[src/sv/rtli_pkg.sv]
// ----------------------------------------------------------------------------
// rtli_pkg
// Shared types and codes for the radix tree lookup/insert unit.
// ----------------------------------------------------------------------------
`default_nettype none

package rtli_pkg;

  localparam int KEY_FIELD_W = 32;
  localparam int VALUE_BITS  = 32;
  localparam int SHIFT_W     = 8;   // covers (levels-1) * digit_bits up to 62 * 4

  localparam logic MODE_GET = 1'b0;
  localparam logic MODE_SET = 1'b1;

  localparam logic STATUS_OK   = 1'b0;
  localparam logic STATUS_FULL = 1'b1;

  localparam logic REG_DIGIT_BITS = 1'b0;
  localparam logic REG_LEVELS     = 1'b1;

  typedef struct packed {
    logic                   mode;
    logic [KEY_FIELD_W-1:0] key;
    logic [VALUE_BITS-1:0]  new_value;
  } cmd_t;

  typedef struct packed {
    logic [VALUE_BITS-1:0] read_value;
    logic                  status;
  } rsp_t;

  // effective (normalized) tree shape
  typedef struct packed {
    logic [2:0] digit_bits;
    logic [5:0] levels;
  } shape_t;

endpackage

`default_nettype wire

[src/sv/rtli_walk.sv]
// ----------------------------------------------------------------------------
// rtli_walk
// Tree walk sequencer: one memory access per step, node allocation and
// node clearing, node pool count.
// ----------------------------------------------------------------------------
`default_nettype none

module rtli_walk
  import rtli_pkg::*;
#(
  parameter int MAX_DIGIT_BITS = 4,
  parameter int NODE_POOL      = 256,
  parameter int KEY_WIDTH      = 32,
  parameter int VALUE_WIDTH    = 32,
  parameter int ENTRY_W        = 32,
  parameter int ADDR_W         = 12
) (
  input  wire logic               clk,
  input  wire logic               rst,
  input  wire logic               start,
  input  wire cmd_t               cmd,
  input  wire shape_t             shape,
  input  wire logic               tree_clear,
  output logic                    busy,
  output logic                    done,
  output rsp_t                    rsp,
  output logic                    mem_we,
  output logic [ADDR_W-1:0]       mem_addr,
  output logic [ENTRY_W-1:0]      mem_wdata,
  input  wire logic [ENTRY_W-1:0] mem_rdata
);

  localparam int NODE_W = ADDR_W - MAX_DIGIT_BITS;
  localparam int CNT_W  = NODE_W + 1;
  localparam int KW     = (KEY_WIDTH < KEY_FIELD_W) ? KEY_WIDTH : KEY_FIELD_W;
  localparam int VW     = (VALUE_WIDTH < VALUE_BITS) ? VALUE_WIDTH : VALUE_BITS;
  localparam logic [KEY_FIELD_W-1:0] KEY_MASK = {KEY_FIELD_W{1'b1}} >> (KEY_FIELD_W - KW);
  localparam logic [VALUE_BITS-1:0]  VAL_MASK = {VALUE_BITS{1'b1}} >> (VALUE_BITS - VW);
  localparam logic [CNT_W-1:0]       POOL_FULL = CNT_W'(NODE_POOL);

  typedef enum logic [1:0] {
    S_IDLE,
    S_CLEAR,
    S_READ,
    S_CHECK
  } state_t;

  state_t                    state;
  logic                      mode;
  logic [KEY_FIELD_W-1:0]    key;
  logic [VALUE_BITS-1:0]     value;
  logic [5:0]                lvl;
  logic [SHIFT_W-1:0]        shift;
  logic [NODE_W-1:0]         node;
  logic [MAX_DIGIT_BITS-1:0] clr_cnt;
  logic [CNT_W-1:0]          nodes_used;

  logic [KEY_FIELD_W-1:0]    key_sh;
  logic [MAX_DIGIT_BITS-1:0] dmask;
  logic [MAX_DIGIT_BITS-1:0] digit;
  logic [ENTRY_W-1:0]        link_m1;
  logic                      link_ok;
  logic                      last_lvl;
  logic [5:0]                lvm1;
  logic [SHIFT_W-1:0]        shift_init;

  assign dmask      = {MAX_DIGIT_BITS{1'b1}} >> (MAX_DIGIT_BITS - int'(shape.digit_bits));
  assign key_sh     = key >> shift;
  assign digit      = key_sh[MAX_DIGIT_BITS-1:0] & dmask;
  assign link_m1    = mem_rdata - ENTRY_W'(1);
  assign link_ok    = (mem_rdata != '0) && (mem_rdata <= ENTRY_W'(nodes_used));
  assign last_lvl   = (lvl == 6'd1);
  assign lvm1       = shape.levels - 6'd1;
  assign shift_init = SHIFT_W'(SHIFT_W'(lvm1) * SHIFT_W'(shape.digit_bits));
  assign busy       = (state != S_IDLE);

  // memory port
  always_comb begin
    mem_we    = 1'b0;
    mem_addr  = {node, digit};
    mem_wdata = '0;
    case (state)
      S_CLEAR: begin
        mem_we   = 1'b1;
        mem_addr = {node, clr_cnt};
      end
      S_READ: begin
        if (mode == MODE_SET && last_lvl) begin
          mem_we    = 1'b1;
          mem_wdata = ENTRY_W'(value);
        end
      end
      S_CHECK: begin
        // allocate a fresh node and link it in place of the missing child
        if (mode == MODE_SET && !last_lvl && !link_ok && nodes_used != POOL_FULL) begin
          mem_we    = 1'b1;
          mem_wdata = ENTRY_W'(nodes_used) + ENTRY_W'(1);
        end
      end
      default: ;
    endcase
  end

  always_ff @(posedge clk) begin
    if (rst) begin
      state      <= S_IDLE;
      done       <= 1'b0;
      nodes_used <= '0;
    end else begin
      done <= 1'b0;
      case (state)
        S_IDLE: begin
          if (tree_clear) begin
            nodes_used <= '0;
          end
          if (start) begin
            mode    <= cmd.mode;
            key     <= cmd.key & KEY_MASK;
            value   <= cmd.new_value & VAL_MASK;
            lvl     <= shape.levels;
            shift   <= shift_init;
            node    <= '0;
            clr_cnt <= '0;
            if (cmd.mode == MODE_SET) begin
              if (nodes_used == '0) begin
                nodes_used <= CNT_W'(1);
                state      <= S_CLEAR;
              end else begin
                state <= S_READ;
              end
            end else if (nodes_used == '0) begin
              done           <= 1'b1;
              rsp.read_value <= '0;
              rsp.status     <= STATUS_OK;
            end else begin
              state <= S_READ;
            end
          end
        end
        S_CLEAR: begin
          clr_cnt <= clr_cnt + 1'b1;
          if (clr_cnt == dmask) begin
            state <= S_READ;
          end
        end
        S_READ: begin
          if (mode == MODE_SET && last_lvl) begin
            done           <= 1'b1;
            rsp.read_value <= '0;
            rsp.status     <= STATUS_OK;
            state          <= S_IDLE;
          end else begin
            state <= S_CHECK;
          end
        end
        S_CHECK: begin
          if (mode == MODE_GET) begin
            if (last_lvl) begin
              done           <= 1'b1;
              rsp.read_value <= VALUE_BITS'(mem_rdata);
              rsp.status     <= STATUS_OK;
              state          <= S_IDLE;
            end else if (link_ok) begin
              node  <= link_m1[NODE_W-1:0];
              lvl   <= lvl - 6'd1;
              shift <= shift - SHIFT_W'(shape.digit_bits);
              state <= S_READ;
            end else begin
              done           <= 1'b1;
              rsp.read_value <= '0;
              rsp.status     <= STATUS_OK;
              state          <= S_IDLE;
            end
          end else begin
            if (link_ok) begin
              node  <= link_m1[NODE_W-1:0];
              lvl   <= lvl - 6'd1;
              shift <= shift - SHIFT_W'(shape.digit_bits);
              state <= S_READ;
            end else if (nodes_used == POOL_FULL) begin
              done           <= 1'b1;
              rsp.read_value <= '0;
              rsp.status     <= STATUS_FULL;
              state          <= S_IDLE;
            end else begin
              nodes_used <= nodes_used + CNT_W'(1);
              node       <= nodes_used[NODE_W-1:0];
              lvl        <= lvl - 6'd1;
              shift      <= shift - SHIFT_W'(shape.digit_bits);
              clr_cnt    <= '0;
              state      <= S_CLEAR;
            end
          end
        end
        default: state <= S_IDLE;
      endcase
    end
  end

endmodule

`default_nettype wire
[config.mk]
export PLATFORM = sky130hd
export DESIGN_NAME = rtli_walk
export DESIGN_NICKNAME = d
export VERILOG_FILES = /design/src/sv/rtli_pkg.sv /design/src/sv/rtli_walk.sv
export SDC_FILE = /design/constraint.sdc
export NUM_CORES = 1
export LEC_CHECK = 0
export ABC_CLOCK_PERIOD_IN_PS = 5900
export BUFFER_PORTS_ARGS = -buffer_cell sky130_fd_sc_hd__buf_2
export CORE_MARGIN = 1.5
export CORE_UTILIZATION = 45
export CTS_CLUSTER_DIAMETER = 100
export DETAILED_ROUTE_END_ITERATION = 10
export PLACE_DENSITY = 0.7
export SETUP_SLACK_MARGIN = 0.02
export SLEW_MARGIN = 0
export SYNTH_ARGS = -nofsm -noshare
export SYNTH_HDL_FRONTEND = slang
export SYNTH_SLANG_ARGS = --single-unit
[constraint.sdc]
create_clock -name clk -period 5.9 [get_ports clk]
set_input_delay 1.18 -clock clk [delete_from_list [all_inputs] [get_ports clk]]
set_output_delay 1.18 -clock clk [all_outputs]
set_load 0.02 [all_outputs]
---- After elaboration in Yosys (flattened, before gate mapping) ----
Cells that the tools add are included.
storage, ports and cells
  register bits after elaboration ......... 136
  input bits .............................. 110
  output and inout bits ................... 80
  word-level logic and storage cells ...... 140
cells by class
  add/sub/neg operators ................... 8
  $mul .................................... 1
  $lt $le $gt $ge ......................... 1
  equality and inequality tests ........... 22
  shift-type cells ........................ 2
  muxes and demuxes ....................... 72
  bitwise logic cells ..................... 2
  reductions and logical operators ........ 20
operator list
  kind                  count
  $mux 33               9
  $pmux 33 s3           1
  $mux 8                12
  $pmux 32 s2           1
  $mux 9                7
  $mux 6                6
  $le 32x9->1           1
  $mux 32               1
  $pmux 8 s2            2
  $reduce_bool 32->1    1
  $shr 32x8->4          1
  $shr 4x32->4 const A  1
  $ne 3x3->1 const B    7
  $mux 2                10
  $mux 4                5
  $pmux 9 s2            1
  $ne 2x2->1 const B    8
  $pmux 4 s3            1
  $pmux 6 s2            1
  $reduce_and 6->1      2
  $sub 6x1->6 const B   2
  $mux 1                11
  $add 9x1->10 const B  1
  $mux 10               1
  25 further kinds      35

---- Logic depth before layout (Yosys ltp) ----
Gate-level depths: netlist of run 1.
  word-level depth ........................ 7
  depth in mapped cells ................... 14
  depth with buffers taken out ............ 14

---- Least setup slack after synthesis of run 1 ----
OpenSTA, ideal clock, no wires.
  path type ............................... input to register
  from .................................... input port mem_rdata[1]
  to ...................................... register rsp[0] (netlist name), enable pin
  setup time .............................. 0.464 ns
  arrival time ............................ 4.763 ns
  required time ........................... 5.436 ns
  slack ................................... 0.673 ns
  cell stages on the path ................. 8
  path buffers ............................ 1
  path through ............................ ha_1 > nor2b_1 > o211ai_1 > a31oi_1 > a21o_1 > clkbuf_1 > nor2_1 > nor3_1
between the ends
  longest elaborated chain between the ends .. 4
  elaborated cells between the ends (all ways) .. 6
  classes of those cells .................. 1 x order compare; 2 x eq/ne; 3 x reduce/logical
RTL lines
  what                                                      line             RTL
  from (decl)                                               rtli_walk.sv:30  input wire logic [ENTRY_W-1:0] mem_rdata
  $le 32x9->1 / $reduce_bool 32->1 (equally long branches)  rtli_walk.sv:71  assign link_ok = (mem_rdata != '0) && (mem_rdata <= ENTRY_W'(nodes_used));
  $logic_and 1x1->1 (*)                                     rtli_walk.sv:71
  $ne 3x3->1 (no line)                                      n/a
  $reduce_and 9->1 (no line) (*)                            n/a
  to (decl)                                                 rtli_walk.sv:26  output rsp_t rsp,
Mark *: on every way between the ends. The rest lies on a longest branch, timed or not.
A chain may end at the register's enable or synchronous reset.

---- Worst setup path in the final report of run 1 ----
  from .................................... input port mem_rdata[7]
  to ...................................... output port mem_wdata[0]
between the ends
  longest elaborated chain between the ends .. 7
  elaborated cells between the ends (all ways) .. 8
  classes of those cells .................. 1 x order compare; 2 x mux; 5 x reduce/logical
RTL lines
  what                                                      line             RTL
  $le 32x9->1 / $reduce_bool 32->1 (equally long branches)  rtli_walk.sv:71
  $logic_and 1x1->1 (*)                                     rtli_walk.sv:71
  $logic_not 1->1 (*)                                       rtli_walk.sv:95  if (mode == MODE_SET && !last_lvl && !link_ok && nodes_used != POOL_FULL) begin
  $logic_and 1x1->1 (*) (2 in series)                       rtli_walk.sv:95
  $mux 10 (*)                                               rtli_walk.sv:95
  $pmux 32 s2 (*)                                           rtli_walk.sv:82  case (state)
  to (decl)                                                 rtli_walk.sv:29  output logic [ENTRY_W-1:0] mem_wdata,
Marked as above.

==> out/qor.txt, run 1 <==
Cts repair resizes: 0
Clock latency on the worst-skew pair: 0.42 ns
Synth-to-Final Area Change: 22.3%
Yosys warning count: 0
Total setup buffers inserted after CTS: 0
DRC viols: 0
Hold Worst Slack: 0.548 ns
Setup CP Type: primary input to output pin
HPWL after DPL: 13.6 mm
Post-Syn Area: 7800 sq um
Slowest-stage cell, CP: ha_1
Max Cap Viol: 0
Filler instances: 1433
Router iterations before antenna repair: 7
Status: complete, no violations
Cell Area, Placed: 8930 sq um
I/O pin total: 190
Library cells used by synthesis: 68
Main synth FF type: edfxtp_1
Clk sinks: 136
Syn Inst Count: 675
Flops & latches, synth: 136
DRT Wirelength: 18.2 mm
Final slew viol count: 0
Vias per cell: 5.54
Number of flops mapped to enable cells by yosys: 124
Die footprint: 18100 sq um
# diodes: 0
RSZ-0062 raised after global routing: false
Synthesized net count: 819
Routability cong.: 0.865
Worst hold path type: flip-flop to flip-flop
Worst-case vdd ir drop: 275 uV
FMAX: 225 MHz
Final Hold Viols: 0
Tcrit/Tclk final: 75.2%
GRT overflow: 0
Vias: 6005
Detail Route Antenna Nets: 0
Number of hold buffers added after CTS: 0
Leak pwr: 0.00393 uW
Startpoint types: primary input
Worst Tran Pin Value: 1.18 ns
Number of port buffers: 189
Vias in the first global route: 5773
First-pass GRT wire length: 29.2 mm
Layout cells sized above 1: 30.3%
Drt initial violations: 404
Avg WL per Cell: 16.8 um
Cell Pwr Density: 282 nW/um^2
# rows: 47
Register area share after synthesis: 50.8%
Die height: 135 um
Crit path cell chain: buf_2 -> ha_1 -> a211o_1 -> a31oi_1 -> a31oi_1 -> a21o_1 -> and3_1 -> a32o_1 -> buf_2
Placed cells: 1052
TritonCTS clock tree: built
CP Max Fanout: 11
Num CTS Buffers: 17
Most common cell after layout, fill and taps aside: buf_2
Max_slew headroom: 21.6%
CTS Root Cell: clkbuf_16
Tmin final: 4.44 ns
Clk pin slew, worst setup/hold paths: 0.06 ns
Largest net degree at the start of global routing: 45
Worst path required time: 4.72 ns
Final #Nets: 995
Final non-filler cell total: 1084
Final setup violation count: 0
Worst Path Arrival: 3.26 ns
Gr usage total: 20.7%
Synth async-reset ratio: 0%
Core area: 16800 sq um
DIE WIDTH: 135 um
Initial antenna violation count: 0
Setup TNS: 0 ns
Critical Path End Type: output pin
Avg Inst Size Synth: 11.6 sq um
Design area: 9540 sq um
CTS HTree Levels: 4
Pwr Total: 2690 uW
Initial Util: 46.5%
Critical path's largest stage delay: 0.32 ns
CTS max path bufs: 2
Skew final: 0.00509 ns
Most frequent cells in the layout: 189 x buf_2, 124 x edfxtp_1, 46 x nand2_1
worst max-delay path, delay by kind of cell:
kind,cells,cell delay (ns)
buf+inv,2,0.27
simple gates,1,0.31
compound gates,5,1.17
fa+ha+maj,1,0.32
path summary, 6_finish.rpt:
check        slack [ns]                          to  cells past startpoint                       start
max                1.46                mem_wdata[0]                      9                mem_rdata[7]
min                0.55  nodes_used[7]$_SDFFE_PP0P_                      2  nodes_used[7]$_SDFFE_PP0P_
max reg2reg        2.63        rsp[8]$_SDFFCE_PP0P_                     10  nodes_used[3]$_SDFFE_PP0P_
min reg2reg        0.55  nodes_used[7]$_SDFFE_PP0P_                      2  nodes_used[7]$_SDFFE_PP0P_
cells in the mapped netlist, types with 8 or more instances:
library cell,count,share of area (%)
mux2i_1,24,3.1
nor3_1,14,0.90
a311oi_1,8,0.90
xnor2_1,19,2.1
nand2_1,46,2.2
xor2_1,14,1.6
edfxtp_1,124,48
ha_1,28,4.5
nand3_1,14,0.90
and2_1,35,2.8
o21ai_0,20,1.3
nand2b_1,9,0.72
dfxtp_1,12,3.1
nor4_1,11,0.88
mux4_2,17,4.9
a21oi_1,26,1.7
and3_1,27,2.2
clkbuf_1,29,1.4
inv_1,33,1.6
nor2_1,41,2.0
layout make-up:
type / instances / area [sq um] / share of cell area (%)
multi-input combinational: 463 / 3530 / 37.1
sequential: 136 / 3960 / 41.6
inverter: 35 / 131 / 1.38
timing repair buffer: 198 / 1030 / 10.8
clock buffer: 17 / 425 / 4.46
clock inverter: 15 / 180 / 1.89
tap: 220 / 275 / 2.89
report_power, final:
part	switching [uW]	total [uW]	internal, uW
Sequential	56.2	1190	1130
Clock	451	1090	642
Combinational	233	407	174
Total	740	2690	1950
through the flow:
step / setup slack [ns] / util [%]
after detailed placement: 1.45 / 53.3
after CTS: 1.44 / 56.9
after global routing: 1.24 / 56.9
final: 1.46 / 56.9
after global placement: 1.49 / 53.3
after floorplan: 0.673 / -
layer usage:
metal | GRT usage [%] | share of wire, % | vias to the layer above
met5 | 0 | 0 | -
li1 | - | - | 2886
met1 | 28.0 | 44 | 2836
met4 | 8.60 | 2.0 | 0
met2 | 32.2 | 46 | 256
met3 | 4.99 | 7.7 | 27
flip-flops by register name, indices dropped and copies added, names as in the netlist:
name,count
clr_cnt,4
done,1
key,32
lvl,6
mode,1
node,8
nodes_used,9
rsp,33
shift,8
state,2
value,32
cell families after synthesis:
family / Yosys count / synth area share [%]
compound gates: 120 / 10.6
xor+xnor: 34 / 4.00
fa+ha+maj: 34 / 6.03
buf+inv: 76 / 4.16
flops: 136 / 50.8
mux: 44 / 8.42
simple gates: 231 / 15.9
(Power assumes the default switching activity.)
==> run 2: changes to the inputs <==
ABC_CLOCK_PERIOD_IN_PS = 4300   (was 5900)
clock period = 4.3 ns   (was 5.9 ns; I/O delays follow)
==> out/qor.txt, run 2 (synthesized netlist as in run 1, its figures left out) <==
HPWL after DPL: 13.7 mm (+0.82%)
Layout cells sized above 1: 30.9% (+0.56 points)
Hold_sp: nodes_used[7]$_SDFFE_PP0P_
Initial antenna violation count: 0 (unchanged)
Setup TNS: 0 ns (unchanged)
Biggest regs: rsp: 33 flops, key: 32 flops, value: 32 flops
Clk pin slew, worst setup/hold paths: 0.06 ns (about the same)
Skew final: 0.0121 ns (+0.00698 ns)
CP Max Fanout: 13 (+2)
Worst path required time: 3.44 ns (-1.28 ns)
Most frequent cells in the layout: 189 x buf_2, 124 x edfxtp_1, 46 x nand2_1
Max Cap Viol: 0 (unchanged)
Slowest-stage cell, CP: edfxtp_1
Num CTS Buffers: 17 (unchanged)
Critical path's largest stage delay: 0.78 ns (+0.46 ns)
Worst path top cell family by delay: multiplexers
Met2 usage: 32.6% (+0.43 points)
Placed cells: 1059 (+0.67%)
Clk sinks: 136 (unchanged)
Synth-to-Final Area Change: 22.8%
Reg-to-reg startpoint: nodes_used[3]$_SDFFE_PP0P_
Vias in the first global route: 5861 (+1.5%)
Number of port buffers: 189 (unchanged)
Worst-case vdd ir drop: 327 uV (+19%)
Reg with most FFs: rsp
Detail Route Antenna Nets: 0 (unchanged)
Drt initial violations: 283 (-30%)
Clock latency on the worst-skew pair: 0.43 ns (about the same)
FMAX: 254 MHz
I/O pin total: 190 (unchanged)
Tcrit/Tclk final: 91.6%
Crit. Startpoint: shift[2]$_DFFE_PP_
Crit path cell chain: buf_4 -> mux2i_1 -> mux2i_1 -> mux4_2 -> nand2_1 -> nand2_1 -> a32o_1 -> buf_2
Filler instances: 1467 (+2.4%)
Startpoint types: flip-flop
Final slew viol count: 0 (unchanged)
Setup CP Type: flip-flop to output pin
Total setup buffers inserted after CTS: 0 (unchanged)
Vias per cell: 5.51 (-0.49%)
# rows: 47 (unchanged)
M3 GR Usage: 5.67% (+0.68 points)
GRT overflow: 0 (unchanged)
Core area: 16800 sq um (unchanged)
Leak pwr: 0.00395 uW (+0.38%)
First-pass GRT wire length: 29.3 mm (+0.35%)
RSZ-0062 raised after global routing: false
Vias: 6014 (+0.15%)
CTS HTree Levels: 4 (unchanged)
Initial Util: 46.5% (unchanged)
# diodes: 0 (unchanged)
GR peak layer: met2
Max reg flops: 33 (unchanged)
CTS max path bufs: 2 (unchanged)
Cts repair resizes: 0 (unchanged)
Die height: 135 um (unchanged)
Status: complete, no violations
Worst Tran Pin Value: 0.675 ns (-0.501 ns)
DIE WIDTH: 135 um (unchanged)
CTS Root Cell: clkbuf_16
Critical path buffers and inverters: 2 (unchanged)
Max_slew headroom: 55.0% (+33 points)
Avg WL per Cell: 17.1 um (+1.8%)
Router iterations before antenna repair: 5 (-2)
Routability cong.: 0.899 (+3.9%)
DRC viols: 0 (unchanged)
Most common cell after layout, fill and taps aside: buf_2
Worst hold path type: flip-flop to flip-flop
Cell Pwr Density: 380 nW/um^2 (+35%)
Critical Path End Type: output pin
M1 GR Usage: 27.7% (-0.38 points)
Die footprint: 18100 sq um (unchanged)
Number of hold buffers added after CTS: 0 (unchanged)
Largest net degree at the start of global routing: 37 (-18%)
Tmin final: 3.94 ns
Final non-filler cell total: 1091 (+0.65%)
Gr usage total: 20.9% (+0.15 points)
Worst Path Arrival: 3.08 ns (-0.18 ns)
TritonCTS clock tree: built
Final setup violation count: 0 (unchanged)
Final #Nets: 1002 (+0.70%)
Final Hold Viols: 0 (unchanged)
DRT Wirelength: 18.7 mm (+2.5%)
==> run 2: cell count changes in the layout (fill, tap and decap cells not counted), sizes merged <==
cell and delta:
buf +7, bufinv -1, clkinv -1, clkinvlp +2
==> run 2: layer usage <==
layer / part of all wire, % / vias up / wire [um]
met5: 0 / - / 0
met4: 2.3 / 0 / 434
met3: 7.7 / 33 / 1440
met2: 45 / 248 / 8500
met1: 44 / 2842 / 8310
li1: - / 2891 / -
==> run 2: cell type report <==
cell class | instances | area [sq um] | share of cell area (%)
clock buffers | 17 | 425 | 4.44
clock inverters | 15 | 158 | 1.65
inverters | 35 | 131 | 1.37
multi-input cells | 463 | 3540 | 37.0
flip-flops and latches | 136 | 3960 | 41.4
well taps | 220 | 275 | 2.88
repair buffers | 205 | 1080 | 11.3
==> run 2: final timing paths <==
path                            depth (start not counted)                          to  slack, ns
worst max register to register                         10        rsp[8]$_SDFFCE_PP0P_       1.21
worst min-delay path                                    2  nodes_used[7]$_SDFFE_PP0P_       0.55
worst max-delay path                                    8                 mem_addr[2]       0.36
worst min register to register                          2  nodes_used[7]$_SDFFE_PP0P_       0.55
==> run 2: report_power, final <==
group	leakage, uW	internal (uW)	switching [uW]
clock network	0.000279	819	628
registers	0.00122	1550	65.9
logic	0.00245	242	334
==> run 2: through the flow <==
stage	setup slack (ns)	hold slack [ns]	util (%)	cell area, sq um	power, uW
2_1_floorplan	0.399	0.485	-	7810	2020
3_3_place_gp	0.538	0.516	53.6	8990	2210
3_5_place_dp	0.495	0.527	53.6	8990	2220
4_1_cts	0.381	0.537	57.1	9570	3670
5_1_grt	0.247	0.587	57.1	9570	3780
6_report	0.362	0.546	57.1	9570	3640
==> run 2: worst reg2reg max path, stage by stage, from the launching register on <==
cell	delay, ns
dfxtp_1	0.48
inv_1	0.20
ha_1	0.36
nand4_1	0.11
o22ai_1	0.08
a31oi_1	0.29
a21o_1	0.18
buf_4	0.24
nor2_1	0.13
nor3_4	0.45
buf_12	0.25
